**config.mk**
```make
export PLATFORM = sky130hd
export DESIGN_NAME = bis_cfg
export DESIGN_NICKNAME = d
export VERILOG_FILES = /design/src/bis_pkg.sv /design/src/bis_cfg.sv
export SDC_FILE = /design/constraint.sdc
export NUM_CORES = 1
export LEC_CHECK = 0
export BUFFER_PORTS_ARGS = -buffer_cell sky130_fd_sc_hd__buf_2
export CORE_MARGIN = 5
export CORE_UTILIZATION = 40
export CTS_BUF_LIST = sky130_fd_sc_hd__clkbuf_8 sky130_fd_sc_hd__clkbuf_16
export DETAILED_ROUTE_END_ITERATION = 16
export GPL_TIMING_DRIVEN = 0
export PLACE_DENSITY = 0.72
export SYNTH_ARGS = -nofsm -noshare
export SYNTH_HDL_FRONTEND = slang
export SYNTH_SLANG_ARGS = --single-unit
```
**constraint.sdc**
```tcl
create_clock -name clk -period 1.35 [get_ports clk]
set_input_delay 0.27 -clock clk [delete_from_list [all_inputs] [get_ports clk]]
set_output_delay 0.27 -clock clk [all_outputs]
set_load 0.02 [all_outputs]
```
**src/bis_pkg.sv**
```systemverilog
`timescale 1ns / 1ps
// ----------------------------------------------------------------------------
// bis_pkg
// Shared constants, register codes, configuration type and sizing helpers
// for the bilinear image scaler.
// ----------------------------------------------------------------------------
package bis_pkg;

    // Default sizing, handed to the top-level parameters
    localparam int MAX_WIDTH_DEF  = 256;
    localparam int MAX_HEIGHT_DEF = 256;
    localparam int FRAC_BITS_DEF  = 16;

    // Fixed field widths
    localparam int COORD_W = 8;
    localparam int PIX_W   = 8;
    localparam int SIZE_W  = 9;
    localparam int RATIO_W = 25;
    localparam int PROD_W  = COORD_W + RATIO_W;

    // Configuration port
    localparam int CFG_AW = 4;
    localparam int CFG_DW = 32;

    // Register indexes (paddr[3:2])
    localparam logic [1:0] REG_SRC_WIDTH  = 2'd0;
    localparam logic [1:0] REG_SRC_HEIGHT = 2'd1;
    localparam logic [1:0] REG_H_RATIO    = 2'd2;
    localparam logic [1:0] REG_V_RATIO    = 2'd3;

    // Register reset values; a ratio of 1.0 in Q9.16
    localparam logic [SIZE_W-1:0]  SIZE_RST  = 9'd256;
    localparam logic [RATIO_W-1:0] RATIO_RST = 25'h001_0000;

    // Item kinds
    localparam logic KIND_LOAD   = 1'b0;
    localparam logic KIND_SAMPLE = 1'b1;

    // Depth of the queue between front and back
    localparam int QUEUE_DEPTH = 4;

    typedef struct packed {
        logic [SIZE_W-1:0]  src_width;
        logic [SIZE_W-1:0]  src_height;
        logic [RATIO_W-1:0] h_ratio;
        logic [RATIO_W-1:0] v_ratio;
    } cfg_t;

    // Index width that never collapses to zero bits
    function automatic int clog2_min1(input int n);
        return (n <= 2) ? 1 : $clog2(n);
    endfunction

    // Entries of one parity bank along one axis
    function automatic int half_of(input int n);
        return (n + 1) / 2;
    endfunction

    // Bits of one queue entry: kind, ix, iy, fx, fy, x, y, pixel
    function automatic int entry_width(input int max_w, input int max_h, input int frac);
        return 1 + clog2_min1(max_w) + clog2_min1(max_h) + 2 * frac
               + 2 * COORD_W + PIX_W;
    endfunction

endpackage

```
**src/bis_cfg.sv**
```systemverilog
`timescale 1ns / 1ps
// ----------------------------------------------------------------------------
// bis_cfg
// APB register file: source size and the two scaling ratios.
// ----------------------------------------------------------------------------
module bis_cfg (
    input  logic                         clk,
    input  logic                         rst_n,
    input  logic                         psel,
    input  logic                         penable,
    input  logic                         pwrite,
    input  logic [bis_pkg::CFG_AW-1:0]   paddr,
    input  logic [bis_pkg::CFG_DW-1:0]   pwdata,
    output logic [bis_pkg::CFG_DW-1:0]   prdata,
    output logic                         pready,
    output bis_pkg::cfg_t                cfg
);

    bis_pkg::cfg_t cfg_reg;
    bis_pkg::cfg_t cfg_next;
    logic [1:0]    reg_idx;
    logic          wr_en;

    assign reg_idx = paddr[3:2];
    assign wr_en   = psel && penable && pwrite;
    assign pready  = 1'b1;

    // Decode the write beat
    always_comb
    begin
        cfg_next = cfg_reg;
        if (wr_en)
        begin
            unique case (reg_idx)
                bis_pkg::REG_SRC_WIDTH:  cfg_next.src_width  = pwdata[bis_pkg::SIZE_W-1:0];
                bis_pkg::REG_SRC_HEIGHT: cfg_next.src_height = pwdata[bis_pkg::SIZE_W-1:0];
                bis_pkg::REG_H_RATIO:    cfg_next.h_ratio    = pwdata[bis_pkg::RATIO_W-1:0];
                bis_pkg::REG_V_RATIO:    cfg_next.v_ratio    = pwdata[bis_pkg::RATIO_W-1:0];
                default:                 cfg_next = cfg_reg;
            endcase
        end
    end

    always_ff @(posedge clk or negedge rst_n)
    begin
        if (!rst_n)
        begin
            cfg_reg.src_width  <= bis_pkg::SIZE_RST;
            cfg_reg.src_height <= bis_pkg::SIZE_RST;
            cfg_reg.h_ratio    <= bis_pkg::RATIO_RST;
            cfg_reg.v_ratio    <= bis_pkg::RATIO_RST;
        end
        else
        begin
            cfg_reg <= cfg_next;
        end
    end

    // Read back
    always_comb
    begin
        unique case (reg_idx)
            bis_pkg::REG_SRC_WIDTH:  prdata = bis_pkg::CFG_DW'(cfg_reg.src_width);
            bis_pkg::REG_SRC_HEIGHT: prdata = bis_pkg::CFG_DW'(cfg_reg.src_height);
            bis_pkg::REG_H_RATIO:    prdata = bis_pkg::CFG_DW'(cfg_reg.h_ratio);
            bis_pkg::REG_V_RATIO:    prdata = bis_pkg::CFG_DW'(cfg_reg.v_ratio);
            default:                 prdata = '0;
        endcase
    end

    assign cfg = cfg_reg;

endmodule

```
==> results.json, run 1 <==
{
  "via_per_inst": 4.74,
  "tns_ns": -2.56,
  "antenna_found_initial": 0,
  "start_kind": "flip-flop",
  "r2r_end": "cfg[6]",
  "power.leakage_uw": 0.00247,
  "n_antenna_cell": 0,
  "root_buffer": "clkbuf_8",
  "netlist_area_um2": 3240,
  "required_ns": 1.08,
  "clock-sinks": 68,
  "finClkSkew_ns": 0,
  "violations": "negative setup slack",
  "relSlewSlack": 0.430,
  "worstRegToRegCells": 3,
  "finalHoldViolations": 0,
  "drv_cap": 0,
  "grt_util_all_layers": 0.168,
  "multi_input_comb_area_um2": 1380,
  "clock_latency_ns": 0.32,
  "area_growth_pct": 49.0,
  "drtAntennaViolNets": 0,
  "fin_nets": 437,
  "cts_tree": "yes",
  "cp_cell_sequence": "mux4_2, buf_6",
  "synthArstFlopShare": 1.00,
  "initialDrtViolationCount": 32,
  "arrival_ns": 1.35,
  "yosys_warnings": 0,
  "hpwl_um": 5510,
  "ys_seq_area_frac": 0.527,
  "synth_flop_cell": "dfrtp_1",
  "numPortBuffers": 124,
  "synth_top_area_frac": 0.495,
  "ys_top_cells_by_count": "64 x dfrtp_1, 48 x mux2_2, 20 x mux2_4",
  "grt_pass1_wl_um": 13000,
  "rows": 32,
  "setup_slack_ns": -0.268,
  "grt_pass1_vias": 2445,
  "critPathMaxStageDelay_ns": 0.48,
  "powerDensity_nw_per_um2": 1620,
  "dieArea_um2": 9990,
  "die_width_um": 100,
  "synth_cell_types": 18,
  "ir_worst_vdd_mv": 0.772,
  "die_y_um": 100,
  "synth.top_cells.by_area": "dfrtp_1 49%, mux2_2 17%, mux2_4 9.3%",
  "grt-ovfl-total": 0,
  "max_slew.worst_pin.slew_ns": 0.855,
  "largest_reg_flops": 68,
  "ctsLongestPathBuffers": 2,
  "synth_edf_count": 0,
  "ys_ff_latch": 68,
  "status": "finished, violations left",
  "start_util": 0.415,
  "core_area_um2": 7810,
  "crit_slowest_cell": "mux4_2",
  "avgRoutedWirePerCell_um": 16.8,
  "gp_congestion": 0.687,
  "fin_crit_sh": 1.20,
  "yosysTopAreaCell": "dfrtp_1",
  "clk_pin_slew_worst_paths_ns": 0.07,
  "syn_avg_cell_area_um2": 15.9,
  "grt_max_degree": 69,
  "fin_crit_ns": 1.62,
  "cts_buffers": 9,
  "final_util": 0.618,
  "h-tree-depth": 3,
  "crit_fanout": 3,
  "slew_violations": 0,
  "vias": 2383,
  "setup_viol": 15,
  "critPathCaptureType": "output pin",
  "drive_gt1_frac": 0.731,
  "max_freq_mhz": 618,
  "io_pins": 142,
  "rsz0062_at_grt": "true",
  "drtPass1Iterations": 4,
  "whs_ns": 0.0452,
  "syn_inst": 204,
  "rr_startpoint": "cfg[6]",
  "worstSetupPathType": "reg2out",
  "drc": 0,
  "seq_area_um2": 1710,
  "rrSetupSlack_ns": 0.33,
  "worstHoldPathType": "in2async",
  "fillCellCount": 643,
  "drt-total-wl_um": 8450,
  "synth.most_common_cell": "dfrtp_1"
}
-- critical path: cells and delay by family, from the launching register on --
kind	cells	cell delay, ns
flip-flops	1	0.40
multiplexers	1	0.48
buffers and inverters	1	0.15
-- layout make-up --
class	count	area share
clock buffers	11	0.0314
well taps	102	0.0265
clock inverters	5	0.0109
flip-flops and latches	68	0.354
multi-input cells	122	0.287
repair buffers	176	0.249
plain buffers	19	0.0413
-- routing by layer --
metal | global-route usage | part of all wire
met5 | 0 | 0
met4 | 0.0567 | 0.0071
met3 | 0.0354 | 0.054
met2 | 0.269 | 0.50
met1 | 0.227 | 0.44
-- report_power, final --
group	leakage [uW]	total, uW	internal, uW	switching [uW]
registers	0.000827	2840	2530	309
logic	0.00154	3300	1710	1590
clock network	0.000104	1670	941	732
-- worst max-delay path by stage --
stage                         from        end  slack (ns)  cells after the start
after floorplan           paddr[2]  prdata[2]      -0.006                      3
after detailed placement  paddr[3]  prdata[2]       -0.48                      5
final                      cfg[59]  prdata[0]       -0.27                      2
after CTS                   cfg[2]  prdata[2]       -0.28                      2
after global routing        cfg[3]  prdata[3]       -0.32                      2
after global placement    paddr[3]  prdata[2]       -0.50                      5
-- cell usage in the layout (no fill, tap or decap), drive strengths merged, types with 2 or more instances in the layout --
master      n
inv         2
mux2       68
mux2i      16
dfrtp      64
clkinvlp    2
mux4        9
dfstp       4
clkbuf     12
buf       194
conb        8
nor2b      16
-- stage by stage --
step / instances / cell area, um2 / worst slack [ns] / power [uW]
final: 503 / 4820 / -0.268 / 7820
after global routing: 503 / 4820 / -0.324 / 8240
after CTS: 491 / 4680 / -0.285 / 7660
after detailed placement: 436 / 4030 / -0.480 / 5430
after global placement: 436 / 4030 / -0.498 / 5370
after floorplan: 210 / 3280 / -0.00550 / 4510
-- logic make-up after synthesis --
family,synth area share
DFF,0.527
and+or+nand+nor,0.0460
buffers and inverters,0.0526
muxes,0.372
other,0.00232
-- timing repair --
| action | 4_1_cts | 5_1_grt |
|---|---|---|
| setup endpoints to repair | 25 | 28 |
| hold buffers | 0 | 0 |
| buffers inserted | 39 | 14 |
| gates resized for setup | 42 | 22 |
Note: power is estimated with default switching activity, not from simulation.
==> run 2, diff against run 1 <==
BUFFER_PORTS_ARGS = -buffer_cell sky130_fd_sc_hd__buf_4   (was -buffer_cell sky130_fd_sc_hd__buf_2)
CORE_UTILIZATION = 43   (was 40)
PLACE_DENSITY = 0.77   (was 0.72)
==> run 2 against run 1 <==
Effect of this change:
- maximum frequency fell by 0.26%
- hold slack better by 0.0014 ns
- critical endpoint is now prdata[1]
- power rose by 9.0%
- register-to-register slack barely moved
- wire length up 7.9%
- combinational power grew 19%
- via count is 4.6% higher
- first-iteration DRC count grew 110%
- clock skew unchanged
- critical path type unchanged
- the run still ends with negative setup slack left
- setup slack got worse by 0.0042 ns
- final cell count up 3.6%
- design area up 8.3%
==> results.json, run 2 (same netlist as run 1, synthesis figures left out) <==
{
  "status": "finished, violations left",
  "violations": "negative setup slack",
  "start_kind": "flip-flop",
  "drive_gt1_frac": 0.744,
  "grt_max_degree": 69,
  "antenna_found_initial": 0,
  "worstRegToRegCells": 3,
  "via_per_inst": 4.78,
  "powerDensity_nw_per_um2": 1630,
  "setup_slack_ns": -0.272,
  "rsz0062_at_grt": "true",
  "required_ns": 1.08,
  "setup_viol": 16,
  "seq_area_um2": 1710,
  "critPathCaptureType": "output pin",
  "die_width_um": 96.8,
  "largest_reg_flops": 68,
  "preCtsSetupSlack_ns": -0.450,
  "placed_area_um2": 4340,
  "drtPass1Iterations": 4,
  "numPortBuffers": 124,
  "layout_common_cells": "179 x buf_4, 64 x dfrtp_1, 48 x mux2_2",
  "rrSetupSlack_ns": 0.32,
  "cts_tree": "yes",
  "root_buffer": "clkbuf_8",
  "multi_input_comb_area_um2": 1380,
  "grt_pass1_vias": 2776,
  "grt-ovfl-total": 0,
  "grt_util_all_layers": 0.191,
  "area_growth_pct": 61.4,
  "clk_pin_slew_worst_paths_ns": 0.07,
  "drv_cap": 0,
  "die_y_um": 96.8,
  "vias": 2492,
  "cts_hold_buf": 0,
  "io_pins": 142,
  "avgRoutedWirePerCell_um": 17.5,
  "max_slew.worst_pin.slew_ns": 0.855,
  "drt-total-wl_um": 9120,
  "ir_worst_vdd_mv": 0.956,
  "tns_ns": -2.71,
  "drc": 0,
  "finClkSkew_ns": 0,
  "crit_fanout": 2,
  "rows": 31,
  "fin_crit_sh": 1.20,
  "postLayoutCellArea_um2": 5220,
  "clock-sinks": 68,
  "worstSetupPathType": "reg2out",
  "relSlewSlack": 0.430,
  "fillCellCount": 528,
  "initialDrtViolationCount": 67,
  "gp_congestion": 0.695,
  "start_util": 0.444,
  "core_area_um2": 7290,
  "r2r_end": "cfg[13]",
  "dieArea_um2": 9360,
  "cts_buffers": 9,
  "slew_violations": 0,
  "final_common_cell": "buf_4",
  "fin_nets": 458,
  "drtAntennaViolNets": 0,
  "finalHoldViolations": 0,
  "max_freq_mhz": 616,
  "worstHoldPathType": "in2async",
  "hpwl_um": 5680,
  "grt_pass1_wl_um": 14500,
  "clock_latency_ns": 0.33,
  "n_antenna_cell": 0,
  "arrival_ns": 1.35,
  "power.leakage_uw": 0.00265,
  "h-tree-depth": 3,
  "fin_crit_ns": 1.62,
  "ctsLongestPathBuffers": 2,
  "rr_startpoint": "cfg[13]"
}
[run 2: cell types whose count changed in the layout (fill, tap and decap cells not counted)]
cell | before | now
buf_12 | 5 | 4
buf_2 | 96 | 1
buf_4 | 66 | 179
buf_6 | 25 | 30
buf_8 | 2 | 0
clkbuf_8 | 12 | 15
clkinvlp_4 | 2 | 0
[run 2: worst max-delay path, stage by stage, from the launching register on]
cell     delay, ns
dfrtp_1       0.38
mux4_2        0.49
buf_6         0.15
[run 2: how the worst max path moves through the flow]
stage / startpoint / slack, ns / endpoint / cells after the start
5_1_grt: cfg[1] / -0.33 / prdata[1] / 2
3_3_place_gp: paddr[3] / -0.44 / prdata[2] / 5
3_5_place_dp: paddr[3] / -0.45 / prdata[2] / 5
2_1_floorplan: paddr[2] / -0.006 / prdata[2] / 3
4_1_cts: cfg[1] / -0.29 / prdata[1] / 2
6_report: cfg[1] / -0.27 / prdata[1] / 2
[run 2: layout make-up]
class	count	area share
sequential	68	0.327
timing repair buffer	197	0.306
multi-input combinational	122	0.265
buffer	19	0.0371
clock buffer	13	0.0343
tap	99	0.0237
clock inverter	3	0.00719
[run 2: power breakdown]
part	switching (uW)	leakage [uW]	internal, uW
clock	726	0.000118	1040
sequential	283	0.000827	2530
combinational	1750	0.00170	2190
[run 2: layer usage]
metal	wire, um	vias up	part of all wire	GRT usage
met5	0	-	0	0
li1	-	1135	-	-
met4	93	0	0.010	0.0605
met2	4800	93	0.53	0.326
met3	518	12	0.057	0.0468
met1	3710	1252	0.41	0.239
[run 2: what timing repair did]
action,CTS,global route
setup endpoints to repair,25,27
resized for setup,22,17
setup buffers,66,8
pin swaps,0,0
[run 2: metrics by stage]
| stage | instances | power, uW | utilization | hold WS [ns] |
|---|---|---|---|---|
| CTS | 514 | 8370 | 0.700 | 0.0764 |
| finish | 521 | 8520 | 0.716 | 0.0466 |
| global placement | 433 | 5780 | 0.595 | 0.429 |
| floorplan | 210 | 4510 | - | -0.0256 |
| global route | 521 | 8950 | 0.716 | 0.115 |
| detailed placement | 433 | 5860 | 0.595 | 0.434 |
