`config.mk`:
```
export PLATFORM = sky130hd
export DESIGN_NAME = bis_queue
export DESIGN_NICKNAME = d
export VERILOG_FILES = /design/src/bis_pkg.sv /design/src/bis_queue.sv
export SDC_FILE = /design/constraint.sdc
export NUM_CORES = 1
export LEC_CHECK = 0
export ABC_CLOCK_PERIOD_IN_PS = 3600
export BUFFER_PORTS_ARGS = -buffer_cell sky130_fd_sc_hd__buf_2
export CAP_MARGIN = 20
export CORE_MARGIN = 2
export CORE_UTILIZATION = 60
export DETAILED_ROUTE_END_ITERATION = 10
export PLACE_DENSITY = 0.93
export SETUP_SLACK_MARGIN = 0.3
export SLEW_MARGIN = 20
export SYNTH_ARGS = -nofsm -noshare
export SYNTH_HDL_FRONTEND = slang
export SYNTH_SLANG_ARGS = --single-unit
```
`constraint.sdc`:
```
create_clock -name clk -period 3.6 [get_ports clk]
set_input_delay 0.54 -clock clk [delete_from_list [all_inputs] [get_ports clk]]
set_output_delay 0.54 -clock clk [all_outputs]
set_load 0.02 [all_outputs]
```
`src/bis_pkg.sv`:
```
`timescale 1ns / 1ps
// ----------------------------------------------------------------------------
// bis_pkg
// Shared constants, register codes, configuration type and sizing helpers
// for the bilinear image scaler.
// ----------------------------------------------------------------------------
package bis_pkg;

    // Default sizing, handed to the top-level parameters
    localparam int MAX_WIDTH_DEF  = 256;
    localparam int MAX_HEIGHT_DEF = 256;
    localparam int FRAC_BITS_DEF  = 16;

    // Fixed field widths
    localparam int COORD_W = 8;
    localparam int PIX_W   = 8;
    localparam int SIZE_W  = 9;
    localparam int RATIO_W = 25;
    localparam int PROD_W  = COORD_W + RATIO_W;

    // Configuration port
    localparam int CFG_AW = 4;
    localparam int CFG_DW = 32;

    // Register indexes (paddr[3:2])
    localparam logic [1:0] REG_SRC_WIDTH  = 2'd0;
    localparam logic [1:0] REG_SRC_HEIGHT = 2'd1;
    localparam logic [1:0] REG_H_RATIO    = 2'd2;
    localparam logic [1:0] REG_V_RATIO    = 2'd3;

    // Register reset values; a ratio of 1.0 in Q9.16
    localparam logic [SIZE_W-1:0]  SIZE_RST  = 9'd256;
    localparam logic [RATIO_W-1:0] RATIO_RST = 25'h001_0000;

    // Item kinds
    localparam logic KIND_LOAD   = 1'b0;
    localparam logic KIND_SAMPLE = 1'b1;

    // Depth of the queue between front and back
    localparam int QUEUE_DEPTH = 4;

    typedef struct packed {
        logic [SIZE_W-1:0]  src_width;
        logic [SIZE_W-1:0]  src_height;
        logic [RATIO_W-1:0] h_ratio;
        logic [RATIO_W-1:0] v_ratio;
    } cfg_t;

    // Index width that never collapses to zero bits
    function automatic int clog2_min1(input int n);
        return (n <= 2) ? 1 : $clog2(n);
    endfunction

    // Entries of one parity bank along one axis
    function automatic int half_of(input int n);
        return (n + 1) / 2;
    endfunction

    // Bits of one queue entry: kind, ix, iy, fx, fy, x, y, pixel
    function automatic int entry_width(input int max_w, input int max_h, input int frac);
        return 1 + clog2_min1(max_w) + clog2_min1(max_h) + 2 * frac
               + 2 * COORD_W + PIX_W;
    endfunction

endpackage

```
`src/bis_queue.sv`:
```
`timescale 1ns / 1ps
// ----------------------------------------------------------------------------
// bis_queue
// Short FIFO between the front and the back of the scaler.
// ----------------------------------------------------------------------------
module bis_queue #(
    parameter int WIDTH = 8,
    parameter int DEPTH = bis_pkg::QUEUE_DEPTH
) (
    input  logic             clk,
    input  logic             rst_n,
    input  logic             push,
    input  logic [WIDTH-1:0] push_data,
    input  logic             pop,
    output logic [WIDTH-1:0] head,
    output logic             full,
    output logic             empty
);

    localparam int PTR_W = bis_pkg::clog2_min1(DEPTH);
    localparam int CNT_W = $clog2(DEPTH + 1);

    logic [WIDTH-1:0] store_reg [DEPTH];
    logic [PTR_W-1:0] wr_ptr_reg, wr_ptr_next;
    logic [PTR_W-1:0] rd_ptr_reg, rd_ptr_next;
    logic [CNT_W-1:0] count_reg, count_next;
    logic             do_push, do_pop;

    assign full    = (count_reg == CNT_W'(DEPTH));
    assign empty   = (count_reg == '0);
    assign do_push = push && !full;
    assign do_pop  = pop && !empty;
    assign head    = store_reg[rd_ptr_reg];

    // Advance pointers with wrap
    always_comb
    begin
        wr_ptr_next = wr_ptr_reg;
        rd_ptr_next = rd_ptr_reg;
        count_next  = count_reg;
        if (do_push)
        begin
            wr_ptr_next = (wr_ptr_reg == PTR_W'(DEPTH - 1)) ? '0 : wr_ptr_reg + PTR_W'(1);
        end
        if (do_pop)
        begin
            rd_ptr_next = (rd_ptr_reg == PTR_W'(DEPTH - 1)) ? '0 : rd_ptr_reg + PTR_W'(1);
        end
        if (do_push && !do_pop)
        begin
            count_next = count_reg + CNT_W'(1);
        end
        else if (do_pop && !do_push)
        begin
            count_next = count_reg - CNT_W'(1);
        end
    end

    always_ff @(posedge clk or negedge rst_n)
    begin
        if (!rst_n)
        begin
            wr_ptr_reg <= '0;
            rd_ptr_reg <= '0;
            count_reg  <= '0;
        end
        else
        begin
            wr_ptr_reg <= wr_ptr_next;
            rd_ptr_reg <= rd_ptr_next;
            count_reg  <= count_next;
        end
    end

    always_ff @(posedge clk)
    begin
        if (do_push)
        begin
            store_reg[wr_ptr_reg] <= push_data;
        end
    end

endmodule

```
==> results of run 1 <==
[metal layers]
metal  wire [um]  global-route usage [%]  up-vias
met4          49                   8.163        0
met1        1056                   21.83      388
met2        1318                   31.09       21
met5           0                       0        -
li1            -                       -      351
met3         133                   8.140        5
[worst max-delay path: cells and delay by family, from the launching register on]
kind                   cells  cell delay, ns
muxes                      1            0.57
buffers and inverters      1            0.17
DFF                        1            0.73
[through the flow]
step	cell area (um^2)	worst slack [ns]
CTS	1829	1.171
floorplan	1620	1.287
finish	1829	1.235
global route	1829	1.091
global placement	1743	1.521
detailed placement	1743	1.434
[synthesized netlist by cell type (2+ instances only)]
library cell	number
sky130_fd_sc_hd__mux4_2	8
sky130_fd_sc_hd__dfrtp_1	7
sky130_fd_sc_hd__ha_1	6
sky130_fd_sc_hd__mux2_2	3
sky130_fd_sc_hd__inv_1	3
sky130_fd_sc_hd__and2_2	4
sky130_fd_sc_hd__xor2_1	2
sky130_fd_sc_hd__nor2_1	3
sky130_fd_sc_hd__edfxtp_1	32
sky130_fd_sc_hd__mux2_4	2
[repair_timing]
item                                    4_1_cts  5_1_grt
hold buffers                                  1        0
hold endpoints to repair                      7        0
endpoints found under the setup margin        0        0
[final cells by class]
type                            instances  area share, %
Tap cell                               30          2.052
Timing Repair Buffer                   22          6.293
Clock buffer                            5          2.052
Clock inverter                          3          2.120
Multi-Input combinational cell         34          24.76
Inverter                                3         0.6156
Sequential cell                        39          62.11
[cell families after synthesis]
group	synth area share, %
flip-flops	70.12
multiplexers	15.06
XOR/XNOR	1.622
adder cells (fa/ha/maj)	5.869
AND/OR/NAND/NOR	5.405
buffers and inverters	1.930
[report_power, final]
part	total [mW]	internal, mW	switching (mW)
registers	0.723	0.610	0.113
clock network	0.282	0.143	0.139
logic	0.524	0.266	0.258
total	1.53	1.02	0.510
[placed cells by master (no fill, tap or decap)]
cell type                       synthesis  layout
sky130_fd_sc_hd__clkinv_1               0       1
sky130_fd_sc_hd__xnor2_1                1       1
sky130_fd_sc_hd__buf_2                  1      21
sky130_fd_sc_hd__inv_1                  3       3
sky130_fd_sc_hd__nor3b_4                1       1
sky130_fd_sc_hd__nor2b_2                1       1
sky130_fd_sc_hd__mux2_4                 2       2
sky130_fd_sc_hd__clkinv_2               0       1
sky130_fd_sc_hd__dlygate4sd3_1          0       1
sky130_fd_sc_hd__ha_1                   6       6
sky130_fd_sc_hd__and2_2                 4       4
sky130_fd_sc_hd__mux4_2                 8       8
sky130_fd_sc_hd__mux2_2                 3       3
sky130_fd_sc_hd__fa_1                   1       1
sky130_fd_sc_hd__clkbuf_4               0       5
sky130_fd_sc_hd__nor2_1                 3       3
sky130_fd_sc_hd__nor3_1                 1       1
sky130_fd_sc_hd__xor2_1                 2       2
sky130_fd_sc_hd__nand2b_4               1       1
sky130_fd_sc_hd__bufinv_16              0       1
sky130_fd_sc_hd__dfrtp_1                7       7
sky130_fd_sc_hd__edfxtp_1              32      32
[worst min-delay path by stage]
stage | startpoint | end | slack [ns]
2_1_floorplan | rst_n | count_reg[0] | 0.24
5_1_grt | push_data[1] | store_reg[1][1] | 0.37
6_report | push_data[1] | store_reg[1][1] | 0.40
4_1_cts | push_data[1] | store_reg[1][1] | 0.38
3_5_place_dp | rst_n | count_reg[0] | 0.38
3_3_place_gp | rst_n | rd_ptr_reg[1] | 0.38
==> results.md, run 1 <==
Global route:
- The largest net degree at the start of global routing is 13.
- The remaining global-route overflow is 0.
- The via count of the first global-routing pass is 840.
- The global-route wire length before repair is 4167 um.
- The number of antenna violations at the first check in global routing is 0.
- Global routing consumed, over all layers together, 18.99% of the routing resources.

Power:
- For this design the static power due to leakage is 0.7004 nW.
- The design draws 1.529 mW.
- In this run the power density over the cells is 835.7 mW/mm^2.
- Across the VDD grid, the largest voltage drop is 0.6609 mV.

Critical path:
- STA classifies the critical path startpoint as a flop.
- STA puts the critical path data required time at 3.06 ns.
- For flop-to-flop paths, the worst setup slack is 1.47 ns.
- The worst endpoint data arrival time is 1.82 ns.
- The endpoint identified for the worst register-to-register timing path is count_reg[2].
- The origin of the critical flop-to-flop path is count_reg[2].
- The most critical setup path has its endpoint at head[7].
- For this design, the slowest cell found on the critical path is sky130_fd_sc_hd__dfrtp_1.
- The element type at the critical path end is an output port.
- The most critical setup path has its startpoint at rd_ptr_reg[0].
- The delay of the slowest critical-path stage is 0.73 ns.
- By startpoint and endpoint, the worst setup path is classified as flop to output port.
- The logic depth of the worst register-to-register path is 8.
- The highest fanout seen on the critical path is 11.
- Traced cell by cell, the critical path runs through mux4_2 > buf_2.

CTS:
- Counting every sink on the clock net gives 39.
- The clock slew at the register clock pins of the worst setup and hold paths is 0.12 ns.
- Clock latency on the worst-skew pair, taken at its later pin, is 0.35 ns.
- The post-CTS repair timing setup buffer count is 0.
- The root buffer cell chosen for the clock tree is sky130_fd_sc_hd__clkbuf_4.
- The number of buffers on the longest clock path is 2.
- Post-CTS repair changed the size of 0 cells.
- The H-tree was split into 2 levels.
- Buffers inserted during clock tree synthesis total 5.
- The CTS tree is done.

Routing:
- In the final routed layout, each cell accounts on average for 18.80 um.
- The routed layout has 765 vias.
- The detailed-route DRC error count is 0.
- For this run, the detailed router's first-pass iteration total came to 6.
- The final antenna-violating net count is 0.
- In the routed layout, each cell is associated on average with a via count of 5.625.
- The routed wire length is 2557 um.
- After the first detailed-routing iteration, the DRC count stood at 18.

Synthesis:
- Counting flops and latches in the post-synthesis netlist gives 39.
- The mapped netlist covers 0.001620 mm^2.
- The number of enable-type register cells in the synthesized netlist is 32.
- The synthesized netlist cell count is 79.
- The most used flip-flop cell after synthesis is sky130_fd_sc_hd__edfxtp_1.
- The number of nets in the synthesized netlist is 98.
- The largest total area in the synthesized netlist belongs to sky130_fd_sc_hd__edfxtp_1.
- The fraction of synthesis flops using an asynchronous set or reset pin is 17.95%.
- Each instance of the synthesized netlist takes up on average 20.51 um^2.
- After synthesis, the cell types taking the most area are sky130_fd_sc_hd__edfxtp_1 (59%), sky130_fd_sc_hd__mux4_2 (11%), sky130_fd_sc_hd__dfrtp_1 (11%).
- The share of the yosys chip area belonging to registers is 70.12%.
- The share of synthesized area in the top cell type comes to 59.31%.
- For this run, the number of Yosys warnings is 0.
- The number of distinct library cells after synthesis is 19.

STA:
- The ratio of final minimum period to clock period is 65.69%.
- Based on the critical path, the design can be clocked at up to 422.8 MHz.
- At the pin with the least slew margin, the transition time is 0.5898 ns.
- Measured against its own limit, the worst slew margin works out to 60.68%.
- The worst path needs 2.365 ns of the cycle, external delays included.
- Setup repair after global routing left no endpoint under its margin.
- The tightest hold margin is 0.3955 ns.
- The final count of negative-setup-slack endpoints is 0.
- The max-slew violation total from the final report came to 0.
- In the final timing run, aggregate negative setup slack is 0 ns.
- Between clock sinks in the finished design, the worst skew comes to 0.009109 ns.
- The count of final hold-check violations is 0.

Hold path:
- The number of instances on the worst hold path is 1.
- The worst min-delay path class is input port to flop.

Floorplanning:
- From left edge to right edge, the die measures 55.97 um.
- The initial standard-cell utilization of the core is 64.24%.
- The core region area is 0.002522 mm^2.
- The total die area is 0.003132 mm^2.
- For this design the top-level I/O count stands at 22.
- The die span in y is 55.97 um.
- The row count is 18.

Finish:
- The fraction of final layout cells sized beyond drive strength 1 is 45.28%.
- The multi-input combinational cells in the finished layout cover a total of 452.9 um^2.
- The flip-flop count of the largest register, all copies and words added is 32.
- The number of antenna diodes is 0.
- The final instance count without filler cells is 136.
- The final design utilization is 72.52%.
- The number of fill cells in the layout is 161.
- The post-synthesis to final-layout area growth is 12.90%.
- At the end of the flow, the number of nets in the layout was 124.
- The sequential cells in the finished layout cover a total of 0.001136 mm^2.

Run status:
- The run finished with clean final reports.

Placement:
- The half-perimeter wire length after placement is 1808 um.
- Port buffering added 21 buffers.
- The global placement routability congestion is 0.6404.
- The cell count after placement is 127.

Job:
- The max capacitance violation total is 0.
Note: power is estimated with default switching activity, not from simulation.
==> run 2: changes to the inputs <==
--- a/config.mk
+++ b/config.mk
@@ -5,13 +5,13 @@
 export SDC_FILE = /design/constraint.sdc
 export NUM_CORES = 1
 export LEC_CHECK = 0
-export ABC_CLOCK_PERIOD_IN_PS = 3600
+export ABC_CLOCK_PERIOD_IN_PS = 2350
 export BUFFER_PORTS_ARGS = -buffer_cell sky130_fd_sc_hd__buf_2
 export CAP_MARGIN = 20
 export CORE_MARGIN = 2
-export CORE_UTILIZATION = 60
+export CORE_UTILIZATION = 55
 export DETAILED_ROUTE_END_ITERATION = 10
-export PLACE_DENSITY = 0.93
+export PLACE_DENSITY = 0.87
 export SETUP_SLACK_MARGIN = 0.3
 export SLEW_MARGIN = 20
 export SYNTH_ARGS = -nofsm -noshare
==> constraint.sdc (replaced) <==
create_clock -name clk -period 2.35 [get_ports clk]
set_input_delay 0.3525 -clock clk [delete_from_list [all_inputs] [get_ports clk]]
set_output_delay 0.3525 -clock clk [all_outputs]
set_load 0.02 [all_outputs]
==> results.md, run 2 (same netlist as run 1, synthesis figures left out) <==
CTS:
- The clock slew at the register clock pins of the worst setup and hold paths is 0.11 ns.
- TritonCTS built the clock tree.
- The clock tree synthesis step divided the H-tree into 2 levels.
- The root buffer cell is sky130_fd_sc_hd__clkbuf_4.
- Clock latency on the worst-skew pair, taken at its later pin, is 0.34 ns.
- The total clock sinks is 39.
- The number of buffers created by CTS is 5.
- The number of buffers on the longest clock path is 2.

Floorplanning:
- Pin placement for this block handled 22 I/O pins.
- The floorplan step defined a core boundary enclosing 0.002781 mm^2.
- The horizontal die dimension is 58.28 um.
- The floorplan step defined a die boundary enclosing 0.003396 mm^2.
- The row count is 19.
- The die span in y is 58.28 um.
- For this configuration, the core starts out at a cell density of 58.25%.

Routing:
- The count of nets left with antenna violations once routing finished came out at 0.
- The total vias in the final route is 798.
- The detailed-route DRC error count is 0.
- The routed wire length is 2560 um.
- In the routed layout, each cell is associated on average with a via count of 5.580.
- For this run, the detailed router's first-pass iteration total came to 4.
- In the final routed layout, each cell accounts on average for 17.90 um.
- The detailed router finished its first iteration with 26 violations.

STA:
- The final critical path takes up 84.47% of the cycle.
- The maximum operating frequency is 503.7 MHz.
- Once routing completed, OpenROAD measured the worst setup slack at 0.3649 ns.
- The worst clock skew on the final layout is 0.004887 ns.
- Setup repair after global routing could not meet its margin everywhere.
- The total negative slack is 0 ns.
- The final count of negative-setup-slack endpoints is 0.
- Measured against its own limit, the worst slew margin works out to 70.98%.
- The transition time at the pin with the least slew margin is 0.4353 ns.
- The post-layout minimum cycle time is 1.985 ns.
- The max-slew violation total from the final report was 0.
- The count of final hold-check violations came to 0.

Global route:
- The global-route wire length before repair is 3905 um.
- The remaining global-route overflow is 0.
- Entering global routing, the biggest net connects 13 pins.
- In the global route stage, overall resource usage came out at 16.59%.
- The via count of the first global-routing pass is 829.
- The number of antenna violations at the first check in global routing came to 0.

Critical path:
- The element type at the critical path end is a flop.
- The slack of the worst reg-to-reg path is 0.36 ns.
- The critical path starts at count_reg[1].
- The critical path class is flop to flop.
- The worst path required time is 2.58 ns.
- In this run the worst path has a maximum fanout of 3.
- The type of origin of the critical path is a flop.
- The worst endpoint data arrival time is 2.22 ns.
- In this run the critical register-to-register path is launched from count_reg[1].

Finish:
- The number of nets in the finished design is 130.
- Leaving out fill and tap cells, the most frequent cell in the layout is sky130_fd_sc_hd__edfxtp_1.
- The area growth from synthesis to layout is 15.83%.
- The number of fill cells in the layout is 185.
- The combined flip-flop and latch cell area is 0.001142 mm^2.
- In the layout the commonest cells are sky130_fd_sc_hd__edfxtp_1 (32), sky130_fd_sc_hd__buf_2 (21), sky130_fd_sc_hd__mux4_2 (8).
- The flip-flop count of the largest register, all copies and words added is 32.
- The multi-input logic area is 474.2 um^2.
- The fraction of final layout cells sized beyond drive strength 1 is 52.68%.
- The number of antenna diodes is 0.

Power:
- The worst voltage drop across the vdd grid is 1.024 mV.
- The power per cell area is 1250 mW/mm^2.
- Summed over all cells, the static leakage comes to 0.7188 nW.

Placement:
- Summed over all nets, the half-perimeter wirelength after detailed placement is 1741 um.
- The global placement routability congestion is 0.7133.
- Buffers placed on the I/O ports in this run total 21.
- The pre-CTS worst setup slack is 0.1436 ns.

Hold path:
- In this run the worst hold path is classified as input port to flop.
- The worst hold path startpoint is push_data[3].

Run status:
- The flow ran to the end, and the final reports show no timing, DRC or antenna violations.

Job:
- Across the run, the number of max-cap violations was 0.
-- run 2: path summary, 6_finish.rpt --
check | to | depth (start not counted)
worst max-delay path | count_reg[1] | 7
worst min-delay path | store_reg[0][3] | 1
worst max register to register | count_reg[1] | 7
worst min register to register | wr_ptr_reg[1] | 1
max in group asynchronous | count_reg[0] | 2
min in group asynchronous | rd_ptr_reg[0] | 2
-- run 2: power breakdown --
group | leakage, nW | internal [mW] | switching (mW) | total (mW)
Combinational | 0.317 | 0.478 | 0.445 | 0.923
Clock | 0.0297 | 0.112 | 0.206 | 0.318
Sequential | 0.372 | 0.945 | 0.160 | 1.10
Total | 0.719 | 1.54 | 0.811 | 2.35
-- run 2: timing repair --
action / CTS / global route
hold endpoints to repair: 7 / 0
buffers inserted: 0 / 6
endpoints found under the setup margin: 10 / 9
hold buffers: 1 / 0
pin swaps: 0 / 2
resized for setup: 2 / 5
-- run 2: stage by stage --
step / instance area, um^2 / instances / power [mW] / util [%] / hold slack [ns]
CTS: 1822 / 137 / 2.281 / 65.50 / 0.2089
global placement: 1755 / 128 / 1.898 / 63.11 / 0.1901
global route: 1877 / 143 / 2.487 / 67.48 / 0.2106
finish: 1877 / 143 / 2.346 / 67.48 / 0.2209
detailed placement: 1755 / 128 / 1.961 / 63.11 / 0.1926
floorplan: 1632 / 79 / 1.723 / - / 0.05691
-- run 2: routing by layer --
| metal | track usage (%) | share of wire [%] |
|---|---|---|
| met5 | 0 | 0 |
| met3 | 4.018 | 3.9 |
| met4 | 8.970 | 2.1 |
| met1 | 19.25 | 41 |
| met2 | 28.25 | 53 |
-- run 2: cell type report --
| type | count | area share [%] |
|---|---|---|
| clock buffer | 6 | 2.200 |
| clock inverter | 2 | 0.4667 |
| inverter | 3 | 0.6000 |
| multi-input combinational | 34 | 25.27 |
| sequential | 39 | 60.87 |
| tap | 31 | 2.067 |
| timing repair buffer | 28 | 8.533 |
-- run 2: worst max-delay path: stages, from the launching register on --
cell                      delay (ns)
sky130_fd_sc_hd__dfrtp_2        0.45
sky130_fd_sc_hd__buf_4          0.15
sky130_fd_sc_hd__nor3b_4        0.25
sky130_fd_sc_hd__nor2b_4        0.07
sky130_fd_sc_hd__ha_2           0.20
sky130_fd_sc_hd__inv_1          0.07
sky130_fd_sc_hd__fa_2           0.43
sky130_fd_sc_hd__mux2_2         0.27
