**src/bis_pkg.sv**
```systemverilog
`timescale 1ns / 1ps
// ----------------------------------------------------------------------------
// bis_pkg
// Shared constants, register codes, configuration type and sizing helpers
// for the bilinear image scaler.
// ----------------------------------------------------------------------------
package bis_pkg;

    // Default sizing, handed to the top-level parameters
    localparam int MAX_WIDTH_DEF  = 256;
    localparam int MAX_HEIGHT_DEF = 256;
    localparam int FRAC_BITS_DEF  = 16;

    // Fixed field widths
    localparam int COORD_W = 8;
    localparam int PIX_W   = 8;
    localparam int SIZE_W  = 9;
    localparam int RATIO_W = 25;
    localparam int PROD_W  = COORD_W + RATIO_W;

    // Configuration port
    localparam int CFG_AW = 4;
    localparam int CFG_DW = 32;

    // Register indexes (paddr[3:2])
    localparam logic [1:0] REG_SRC_WIDTH  = 2'd0;
    localparam logic [1:0] REG_SRC_HEIGHT = 2'd1;
    localparam logic [1:0] REG_H_RATIO    = 2'd2;
    localparam logic [1:0] REG_V_RATIO    = 2'd3;

    // Register reset values; a ratio of 1.0 in Q9.16
    localparam logic [SIZE_W-1:0]  SIZE_RST  = 9'd256;
    localparam logic [RATIO_W-1:0] RATIO_RST = 25'h001_0000;

    // Item kinds
    localparam logic KIND_LOAD   = 1'b0;
    localparam logic KIND_SAMPLE = 1'b1;

    // Depth of the queue between front and back
    localparam int QUEUE_DEPTH = 4;

    typedef struct packed {
        logic [SIZE_W-1:0]  src_width;
        logic [SIZE_W-1:0]  src_height;
        logic [RATIO_W-1:0] h_ratio;
        logic [RATIO_W-1:0] v_ratio;
    } cfg_t;

    // Index width that never collapses to zero bits
    function automatic int clog2_min1(input int n);
        return (n <= 2) ? 1 : $clog2(n);
    endfunction

    // Entries of one parity bank along one axis
    function automatic int half_of(input int n);
        return (n + 1) / 2;
    endfunction

    // Bits of one queue entry: kind, ix, iy, fx, fy, x, y, pixel
    function automatic int entry_width(input int max_w, input int max_h, input int frac);
        return 1 + clog2_min1(max_w) + clog2_min1(max_h) + 2 * frac
               + 2 * COORD_W + PIX_W;
    endfunction

endpackage

```
**src/bis_if.sv**
```systemverilog
`timescale 1ns / 1ps
// ----------------------------------------------------------------------------
// bis_if
// Valid/ready channels of the scaler: item channel and result channel.
// ----------------------------------------------------------------------------
interface bis_in_if;
    logic                         valid;
    logic                         ready;
    logic                         kind;
    logic [bis_pkg::COORD_W-1:0]  pos_x;
    logic [bis_pkg::COORD_W-1:0]  pos_y;
    logic [bis_pkg::PIX_W-1:0]    pixel_in;

    modport source (output valid, kind, pos_x, pos_y, pixel_in, input ready);
    modport sink   (input valid, kind, pos_x, pos_y, pixel_in, output ready);
endinterface


```
**src/bis_front.sv**
```systemverilog
`timescale 1ns / 1ps
// ----------------------------------------------------------------------------
// bis_front
// Accept items, scale sample coordinates by the ratios, clamp at the right
// and bottom edges and push loads and samples into the queue in order.
// ----------------------------------------------------------------------------
module bis_front #(
    parameter int MAX_WIDTH  = bis_pkg::MAX_WIDTH_DEF,
    parameter int MAX_HEIGHT = bis_pkg::MAX_HEIGHT_DEF,
    parameter int FRAC_BITS  = bis_pkg::FRAC_BITS_DEF
) (
    input  logic          clk,
    input  logic          rst_n,
    bis_in_if.sink        items,
    input  bis_pkg::cfg_t cfg,
    input  logic          q_full,
    output logic          push,
    output logic [bis_pkg::entry_width(MAX_WIDTH, MAX_HEIGHT, FRAC_BITS)-1:0] push_data
);

    localparam int COL_W  = bis_pkg::clog2_min1(MAX_WIDTH);
    localparam int ROW_W  = bis_pkg::clog2_min1(MAX_HEIGHT);
    localparam int SZW_W  = $clog2(MAX_WIDTH + 1);
    localparam int SZH_W  = $clog2(MAX_HEIGHT + 1);
    localparam int IP_W   = bis_pkg::PROD_W - FRAC_BITS;
    localparam int CMPX_W = ((IP_W > SZW_W) ? IP_W : SZW_W) + 1;
    localparam int CMPY_W = ((IP_W > SZH_W) ? IP_W : SZH_W) + 1;

    typedef struct packed {
        logic                         is_sample;
        logic [COL_W-1:0]             ix;
        logic [ROW_W-1:0]             iy;
        logic [FRAC_BITS-1:0]         fx;
        logic [FRAC_BITS-1:0]         fy;
        logic [bis_pkg::COORD_W-1:0]  pos_x;
        logic [bis_pkg::COORD_W-1:0]  pos_y;
        logic [bis_pkg::PIX_W-1:0]    pixel;
    } entry_t;

    logic                         f1_valid_reg, f1_valid_next;
    logic                         f1_kind_reg;
    logic [bis_pkg::COORD_W-1:0]  f1_x_reg, f1_y_reg;
    logic [bis_pkg::PIX_W-1:0]    f1_pix_reg;
    logic [bis_pkg::PROD_W-1:0]   f1_px_reg, f1_py_reg;
    logic [bis_pkg::PROD_W-1:0]   px_next, py_next;

    logic                         accept;
    logic                         keep;
    logic                         leave;
    logic [SZW_W-1:0]             eff_w;
    logic [SZH_W-1:0]             eff_h;
    logic [IP_W-1:0]              ip_x, ip_y;
    logic                         edge_x, edge_y;
    logic [COL_W-1:0]             samp_ix;
    logic [ROW_W-1:0]             samp_iy;
    entry_t                       entry;

    // Scale the destination coordinates on the way in
    assign px_next = bis_pkg::PROD_W'(items.pos_x) * bis_pkg::PROD_W'(cfg.h_ratio);
    assign py_next = bis_pkg::PROD_W'(items.pos_y) * bis_pkg::PROD_W'(cfg.v_ratio);

    // Saturate the source size into 2 .. MAX
    always_comb
    begin
        priority if (32'(cfg.src_width) < 32'd2)
            eff_w = SZW_W'(2);
        else if (32'(cfg.src_width) > 32'(MAX_WIDTH))
            eff_w = SZW_W'(MAX_WIDTH);
        else
            eff_w = SZW_W'(cfg.src_width);

        priority if (32'(cfg.src_height) < 32'd2)
            eff_h = SZH_W'(2);
        else if (32'(cfg.src_height) > 32'(MAX_HEIGHT))
            eff_h = SZH_W'(MAX_HEIGHT);
        else
            eff_h = SZH_W'(cfg.src_height);
    end

    // Split into integer and fraction, pull back from the far edge
    assign ip_x    = f1_px_reg[bis_pkg::PROD_W-1:FRAC_BITS];
    assign ip_y    = f1_py_reg[bis_pkg::PROD_W-1:FRAC_BITS];
    assign edge_x  = (CMPX_W'(ip_x) + CMPX_W'(1)) >= CMPX_W'(eff_w);
    assign edge_y  = (CMPY_W'(ip_y) + CMPY_W'(1)) >= CMPY_W'(eff_h);
    assign samp_ix = edge_x ? COL_W'(eff_w - SZW_W'(2)) : COL_W'(ip_x);
    assign samp_iy = edge_y ? ROW_W'(eff_h - SZH_W'(2)) : ROW_W'(ip_y);

    // Build the queue entry
    always_comb
    begin
        entry.is_sample = (f1_kind_reg == bis_pkg::KIND_SAMPLE);
        entry.ix        = entry.is_sample ? samp_ix : COL_W'(f1_x_reg);
        entry.iy        = entry.is_sample ? samp_iy : ROW_W'(f1_y_reg);
        entry.fx        = f1_px_reg[FRAC_BITS-1:0];
        entry.fy        = f1_py_reg[FRAC_BITS-1:0];
        entry.pos_x     = f1_x_reg;
        entry.pos_y     = f1_y_reg;
        entry.pixel     = f1_pix_reg;
    end

    // Drop loads that fall outside the store
    assign keep = entry.is_sample
                  || ((32'(f1_x_reg) < 32'(MAX_WIDTH)) && (32'(f1_y_reg) < 32'(MAX_HEIGHT)));

    assign leave       = f1_valid_reg && (!keep || !q_full);
    assign push        = f1_valid_reg && keep && !q_full;
    assign push_data   = entry;
    assign items.ready = !f1_valid_reg || leave;
    assign accept      = items.valid && items.ready;

    always_comb
    begin
        f1_valid_next = f1_valid_reg;
        if (accept)
        begin
            f1_valid_next = 1'b1;
        end
        else if (leave)
        begin
            f1_valid_next = 1'b0;
        end
    end

    always_ff @(posedge clk or negedge rst_n)
    begin
        if (!rst_n)
        begin
            f1_valid_reg <= 1'b0;
        end
        else
        begin
            f1_valid_reg <= f1_valid_next;
        end
    end

    // Hold the beat's payload
    always_ff @(posedge clk)
    begin
        if (accept)
        begin
            f1_kind_reg <= items.kind;
            f1_x_reg    <= items.pos_x;
            f1_y_reg    <= items.pos_y;
            f1_pix_reg  <= items.pixel_in;
            f1_px_reg   <= px_next;
            f1_py_reg   <= py_next;
        end
    end

endmodule

```
**src/flat_wrapper.sv**
```systemverilog
// flat-port wrapper written by rule: the top's interface ports become plain ports
module bis_front_flat 
#(
    parameter int MAX_WIDTH  = bis_pkg::MAX_WIDTH_DEF,
    parameter int MAX_HEIGHT = bis_pkg::MAX_HEIGHT_DEF,
    parameter int FRAC_BITS  = bis_pkg::FRAC_BITS_DEF
)
  (clk, rst_n, cfg, q_full, push, push_data, items_valid, items_kind, items_pos_x, items_pos_y, items_pixel_in, items_ready);
  bis_in_if items_i ();
  input  logic clk;
  input  logic rst_n;
  input  bis_pkg::cfg_t cfg;
  input  logic q_full;
  output logic push;
  output logic [bis_pkg::entry_width(MAX_WIDTH, MAX_HEIGHT, FRAC_BITS)-1:0] push_data;
  input wire logic [$bits(items_i.valid)-1:0] items_valid;
  input wire logic [$bits(items_i.kind)-1:0] items_kind;
  input wire logic [$bits(items_i.pos_x)-1:0] items_pos_x;
  input wire logic [$bits(items_i.pos_y)-1:0] items_pos_y;
  input wire logic [$bits(items_i.pixel_in)-1:0] items_pixel_in;
  output wire logic [$bits(items_i.ready)-1:0] items_ready;
  assign items_i.valid = items_valid;
  assign items_i.kind = items_kind;
  assign items_i.pos_x = items_pos_x;
  assign items_i.pos_y = items_pos_y;
  assign items_i.pixel_in = items_pixel_in;
  assign items_ready = items_i.ready;
  bis_front #(.MAX_WIDTH(MAX_WIDTH), .MAX_HEIGHT(MAX_HEIGHT), .FRAC_BITS(FRAC_BITS)) u_core (.clk(clk), .rst_n(rst_n), .items(items_i), .cfg(cfg), .q_full(q_full), .push(push), .push_data(push_data));
endmodule
```
**config.mk**
```make
export PLATFORM = sky130hd
export DESIGN_NAME = bis_front_flat
export DESIGN_NICKNAME = d
export VERILOG_FILES = /design/src/bis_pkg.sv /design/src/bis_if.sv /design/src/bis_front.sv /design/src/flat_wrapper.sv
export SDC_FILE = /design/constraint.sdc
export NUM_CORES = 1
export LEC_CHECK = 0
export ABC_AREA = 1
export ABC_CLOCK_PERIOD_IN_PS = 6750
export BUFFER_PORTS_ARGS = -buffer_cell sky130_fd_sc_hd__clkbuf_2
export CORE_AREA = 2 2 165 232
export CTS_BUF_LIST = sky130_fd_sc_hd__clkbuf_16
export DETAILED_ROUTE_END_ITERATION = 10
export DIE_AREA = 0 0 167 234
export PLACE_DENSITY_LB_ADDON = 0.1
export RECOVER_POWER = 100
export SLEW_MARGIN = 10
export SYNTH_ARGS = -nofsm -noshare
export SYNTH_HDL_FRONTEND = slang
export SYNTH_SLANG_ARGS = --single-unit
export TNS_END_PERCENT = 20
```
**constraint.sdc**
```tcl
create_clock -name clk -period 6.75 [get_ports clk]
set_clock_uncertainty 0.05 [all_clocks]
set_input_delay 0.675 -clock clk [delete_from_list [all_inputs] [get_ports clk]]
set_output_delay 0.675 -clock clk [all_outputs]
set_load 0.01 [all_outputs]
```
==> run metrics, run 1 <==
Mapped Nets=2,959; FP Rows=84; Avg Cell Area, Syn=7.467 sq um; DR pass1 iterations=6; startpoint types=primary input; CTS root buffer=clkbuf_16; post_cts resized=0; unrepaired setup endpoints after global routing=no; worst r2r path cells=2; Ports=172; RR Endpoint=u_core.f1_px_reg[11]; fill count=3,738; Adder-Cell Fraction of Synth Area=38.83%; Final Cycle Share=86.41%; Slowest-stage cell, CP=clkbuf_1; worst-path fanout max=26; commonest non-fill, non-tap cells in the layout=inv_1, nand2_1, fa_1; Crit. End Element=register; dpl cell area=19,170 sq um; CP top delay family=adder cells; failing checks=max-capacitance violations, max-slew violations; Worst R2R Setup Slack=1780 ps; post-DP HPWL=38.03 mm; Synth-to-Final Area Change=5.290%; critical path's most frequent cell=nand2_1; Yosys Warn Count=0; GRT Overall Usage=24.22%; nets@finish=3,009; crit path cell chain=clkbuf_1 > nand2_1 > fa_1 > fa_1 > inv_1 > fa_1 > inv_1 > fa_1 > inv_1 > ha_1 > nand2_1 > nand2_1 > a21oi_1 > nand2_1 > a21oi_1 > o21ai_0 > nand2_1 > nand2_1 > xor2_1; worst rel slew slack=-133.9%; die footprint=39,080 sq um; port bufs=171; pwr dens=364.8 nW/um^2; Leak=11.68 nW; routed wire length=45.78 mm; initial antenna violation count=0; CTS Buf Count=9; CP max stage delay=1100 ps; Final min period=5832 ps; main combinational cell family by area after synthesis=adder cells; worst-margin pin slew=3509 ps; CP Launch Point=items_pos_y[2]; H-Tree Depth=3; critical path class=primary input to register; Critical Path RT=6800 ps; Die W=167 um; ANT nets after route=0; initial core utilization=49.47%; area of the multi-input gates=12,260 sq um; vias in the first global route=15,800; Ant. Diodes=0; # Max-Cap Violations=8; final setup TNS=0 ps; CTS tree=yes; Die Y=234 um; multiplexer area fraction after synthesis=0%; Synth Area in Compound Gates=5.011%; pin count of the biggest net entering global routing=59; Synth cell types=44; Worst Setup EP=u_core.f1_py_reg[26]; Post-Synth Simple-Gate Area=19.36%; Placer Congestion=0.9009; Peak VDD IR=0.1950 mV; WP buf/inv=4; post-route design area=19,320 sq um; drt first-iter violations=614; number of synthesized register bits=92; area share of xor/xnor cells in the synthesized design=3.770%; Arr. time, crit path=5890 ps; Skew-Pair Late Insertion Delay=370 ps; number of vias per cell=4.974; Reg-to-Reg Start=u_core.f1_valid_reg; Synth Cell Area=18,350 sq um; CP Depth=19; Seq. cell area=2758 sq um; share of cells above drive strength 1=4.815%; total number of vias=14,850; total gr overflow=0; register area share after synthesis=15.02%; Core Box Area=37,100 sq um; Fin. Hold Viols=0; Worst Hold Class=primary input to register; WL per Instance=15.33 um; WHS=420.1 ps; clock buffer depth=2; commonest non-fill, non-tap cell in the layout=inv_1; f_max=0.1715 GHz; clk sinks=92; Reg clk slew, reported paths=80 ps; Mapped Cells=2,458; status=complete, but fails checks; DRC Markers=0; Final Util=52.09%; # setup viols final=0; Slew Viols, Final=229; first-pass GRT wire length=75.44 mm
## cells in the mapped netlist (all sizes together)
| master | n | share of area [%] |
|---|---|---|
| clkinv | 2 | 0.041 |
| nor2 | 111 | 2.5 |
| ha | 128 | 8.7 |
| nand3b | 4 | 0.16 |
| o21bai | 7 | 0.29 |
| inv | 706 | 14 |
| o211ai | 6 | 0.25 |
| nand2 | 658 | 14 |
| dfrtp | 1 | 0.14 |
| a21boi | 5 | 0.20 |
| edfxtp | 91 | 15 |
| nand3 | 77 | 2.2 |
| o311ai | 1 | 0.048 |
| a31oi | 5 | 0.17 |
| a21oi | 81 | 2.2 |
| or2 | 1 | 0.034 |
| nand4 | 15 | 0.51 |
| buf | 36 | 1.4 |
| a221oi | 1 | 0.048 |
| xnor2 | 28 | 1.3 |
| o21a | 3 | 0.12 |
| nor3 | 10 | 0.39 |
| o22ai | 1 | 0.034 |
| a21o | 8 | 0.33 |
| o221ai | 2 | 0.095 |
| nor3b | 1 | 0.041 |
| clkbuf | 98 | 2.1 |
| fa | 276 | 30 |
| o21ai | 44 | 1.2 |
| xor2 | 51 | 2.4 |
## what timing repair did
action                                 CTS  global route
endpoints found under the hold margin    1             0
buffers inserted                         0             0
hold buffers                             1             0
## final cells by class
class / instances / share of cell area (%)
clock buffer: 9 / 1.165
clock inverter: 7 / 0.3432
inverter: 708 / 13.75
multi-input combinational: 1524 / 63.46
sequential: 92 / 14.27
tap: 473 / 3.062
timing repair buffer: 173 / 3.949
## routing by layer
metal / up-vias / share of wire (%) / GRT usage, %
li1: 7198 / - / -
met2: 351 / 58 / 50.23
met3: 99 / 2.7 / 1.283
met5: - / 0 / 0
met4: 0 / 3.4 / 9.914
met1: 7203 / 36 / 24.89
## power breakdown
group,internal (mW),switching (mW)
Combinational,1.95,3.33
Clock,0.259,0.264
Sequential,1.07,0.184
## how the worst min path moves through the flow
stage                      startpoint                   end  depth (start not counted)
finish              items_pixel_in[2]  u_core.f1_pix_reg[2]                          1
global route        items_pixel_in[2]  u_core.f1_pix_reg[2]                          1
CTS                 items_pixel_in[2]  u_core.f1_pix_reg[2]                          1
detailed placement              rst_n   u_core.f1_valid_reg                          1
global placement                rst_n   u_core.f1_valid_reg                          1
floorplan                       rst_n   u_core.f1_valid_reg                          0
## kinds of logic after synthesis
group / Yosys count
AO/OA/AOI/OAI: 164
XOR/XNOR: 79
adder cells (fa/ha/maj): 404
buffers and inverters: 842
flip-flops: 92
AND/OR/NAND/NOR: 877
## per-stage QoR
step                      cells  power (mW)  worst slack [ps]
after global routing       2986       7.845             684.1
after CTS                  2986       7.144              1598
after detailed placement   2969       6.581              1219
after floorplan            2458       5.213              1017
final                      2986       7.050             917.5
after global placement     2969       6.523              1282
No activity file was read; power rests on OpenSTA's default activity.
==> run 2, diff against run 1 <==
Settings changed: ABC_AREA 1 to 0, CORE_AREA 2 2 165 232 to 2 2 159 224, DIE_AREA 0 0 167 234 to 0 0 161 226.
==> run metrics, run 2 <==
Reg clk slew, reported paths=70 ps; routed wire length=41.96 mm; Ant. Diodes=0; Yosys Warn Count=0; initial core utilization=49.26%; pwr dens=358.8 nW/um^2; total number of vias=12,710; worst r2r path cells=3; share of power burned in registers=18.5%; GR peak layer=met2; Slew Viols, Final=94; WL per Instance=17.75 um; post-DP HPWL=34.30 mm; Synth area leader=fa_1; unrepaired setup endpoints after global routing=no; ANT nets after route=0; Synth-to-Final Area Change=7.231%; number of vias per cell=5.380; number of synthesized register bits=92; Pint=3.372 mW; worst-margin pin slew=4143 ps; drt first-iter violations=587; DRC Markers=0; Reg-to-Reg Start=u_core.f1_valid_reg; Die W=161 um; commonest non-fill, non-tap cells in the layout=and2_1, inv_1, fa_1; DR pass1 iterations=4; Core Box Area=34,460 sq um; clk sinks=92; worst-path fanout max=26; hold_sp=items_pixel_in[1]; die footprint=36,390 sq um; hold-critical path depth=1; switching power total=3.158 mW; CTS root buffer=clkbuf_16; Leak=8.544 nW; RR Endpoint=u_core.f1_py_reg[30]; critical path class=primary input to register; synth top area cells=fa_1, edfxtp_1, and2_1; status=complete, but fails checks; Die Y=226 um; count leader, synth=and2_1; sw frac=48.37%; CP Launch Point=items_pos_y[6]; f_max=0.1654 GHz; Worst R2R Setup Slack=1470 ps; # setup viols final=0; number of flops mapped to enable cells by yosys=91; Critical Path RT=6880 ps; CTS tree=yes; register area share after synthesis=16.25%; setup ws final=703.6 ps; port bufs=171; clock share of power=8.1%; Worst Hold Path EP=u_core.f1_pix_reg[1]; Place WS=752.0 ps; GRT Overall Usage=24.13%; Yosys top cell area share=32.55%; Mapped Nets=2,295; Crit. End Element=register; initial antenna violation count=0; FP Rows=81; Synth cell types=67; startpoint types=primary input; Fin. Hold Viols=0; Main synth FF type=edfxtp_1; Peak VDD IR=0.1475 mV; failing checks=max-capacitance violations, max-slew violations; Mapped Cells=1,794; CTS Buf Count=9; Final min period=6046 ps; Arr. time, crit path=6180 ps; # Max-Cap Violations=2; total gr overflow=0; commonest non-fill, non-tap cell in the layout=and2_1; fraction of registers with async set/reset=1.087%; Synth Cell Area=16,970 sq um; most frequent cells after synthesis=and2_1, inv_1, fa_1, nand2_1, ha_1; Skew-Pair Late Insertion Delay=370 ps; Worst Hold Class=primary input to register; share of cells above drive strength 1=6.083%; Avg Cell Area, Syn=9.461 sq um; Ports=172; Placer Congestion=0.8880; combinational share of power=73.4%; met2 Resource Use GR=44.64%; worst rel slew slack=-176.2%; Final Cycle Share=89.58%; final setup TNS=0 ps; nets@finish=2,403; clock buffer depth=2; first-pass GRT wire length=69.30 mm; GR Util met3=2.645%; pin count of the biggest net entering global routing=70; met1 Use GR=29.80%; vias in the first global route=13,490; H-Tree Depth=3
## run 2: cell families (layout without fill, tap and decap cells)
family                     count (synthesis)  after routing  share of synthesized area [%]
muxes                                      2              2                         0.1253
xor gates and xnor gates                  64             64                          3.302
and+or+nand+nor                          642            642                          20.47
adders and majority gates                404            404                          41.99
buffers and inverters                    361            474                          8.720
DFF                                       92             92                          16.25
AOI/OAI and AO/OA                        229            229                          9.148
## run 2: layout make-up
cell class              instances  area (sq um)
multi-input cells            1341         12730
repair buffers                178         795.8
clock buffers                   9         225.2
inverters                     280          1051
clock inverters                 7         66.31
well taps                     456         570.5
fillers                      3271         16260
flip-flops and latches         92          2758
## run 2: critical path, cell delays in order
cell and delay, ps:
clkbuf_1 900, and2_1 290, fa_1 440, fa_1 460
fa_1 490, inv_1 50, fa_1 470, inv_1 40
ha_1 340, or4_1 540, o211ai_1 130, a21oi_1 140
o41ai_4 100, o2111ai_2 190, a41oi_2 350, or4b_1 480
o311ai_1 100
## run 2: what timing repair did
item	4_1_cts	5_1_grt
gates resized for setup	0	0
setup endpoints to repair	0	0
buffers inserted	0	0
endpoints found under the hold margin	1	0
hold buffers	1	0
## run 2: routing by layer
| metal | vias to the layer above | wire (um) | share of wire, % |
|---|---|---|---|
| li1 | 5972 | - | - |
| met1 | 6442 | 17350 | 41 |
| met5 | - | 0 | 0 |
| met4 | 0 | 894 | 2.1 |
| met2 | 248 | 22310 | 53 |
| met3 | 51 | 1404 | 3.3 |
## run 2: worst max-delay path by stage
stage,end,slack (ps)
2_1_floorplan,u_core.f1_py_reg[30],1390
3_3_place_gp,u_core.f1_py_reg[30],810
3_5_place_dp,u_core.f1_py_reg[30],750
4_1_cts,u_core.f1_py_reg[30],1140
5_1_grt,u_core.f1_py_reg[30],460
6_report,u_core.f1_py_reg[30],700
## run 2: power groups by stage
stage               logic [mW]  clock network [mW]  registers, mW
floorplan                 3.79                   0           1.16
global placement          4.75                   0           1.21
detailed placement        4.81                   0           1.21
CTS                       4.86               0.549           1.20
global route              5.47               0.566           1.23
finish                    4.80               0.530           1.20
## run 2: stage by stage
step                total power [mW]  hold slack, ps  util [%]  cell area, sq um  std cells
finish                         6.530           425.5     52.82             18200       2363
CTS                            6.616           400.0     53.17             18320       2363
floorplan                      4.951           329.4         -             16970       1794
detailed placement             6.024           401.6     52.29             18020       2346
global route                   7.260           402.5     52.82             18200       2363
global placement               5.962           400.2     52.29             18020       2346
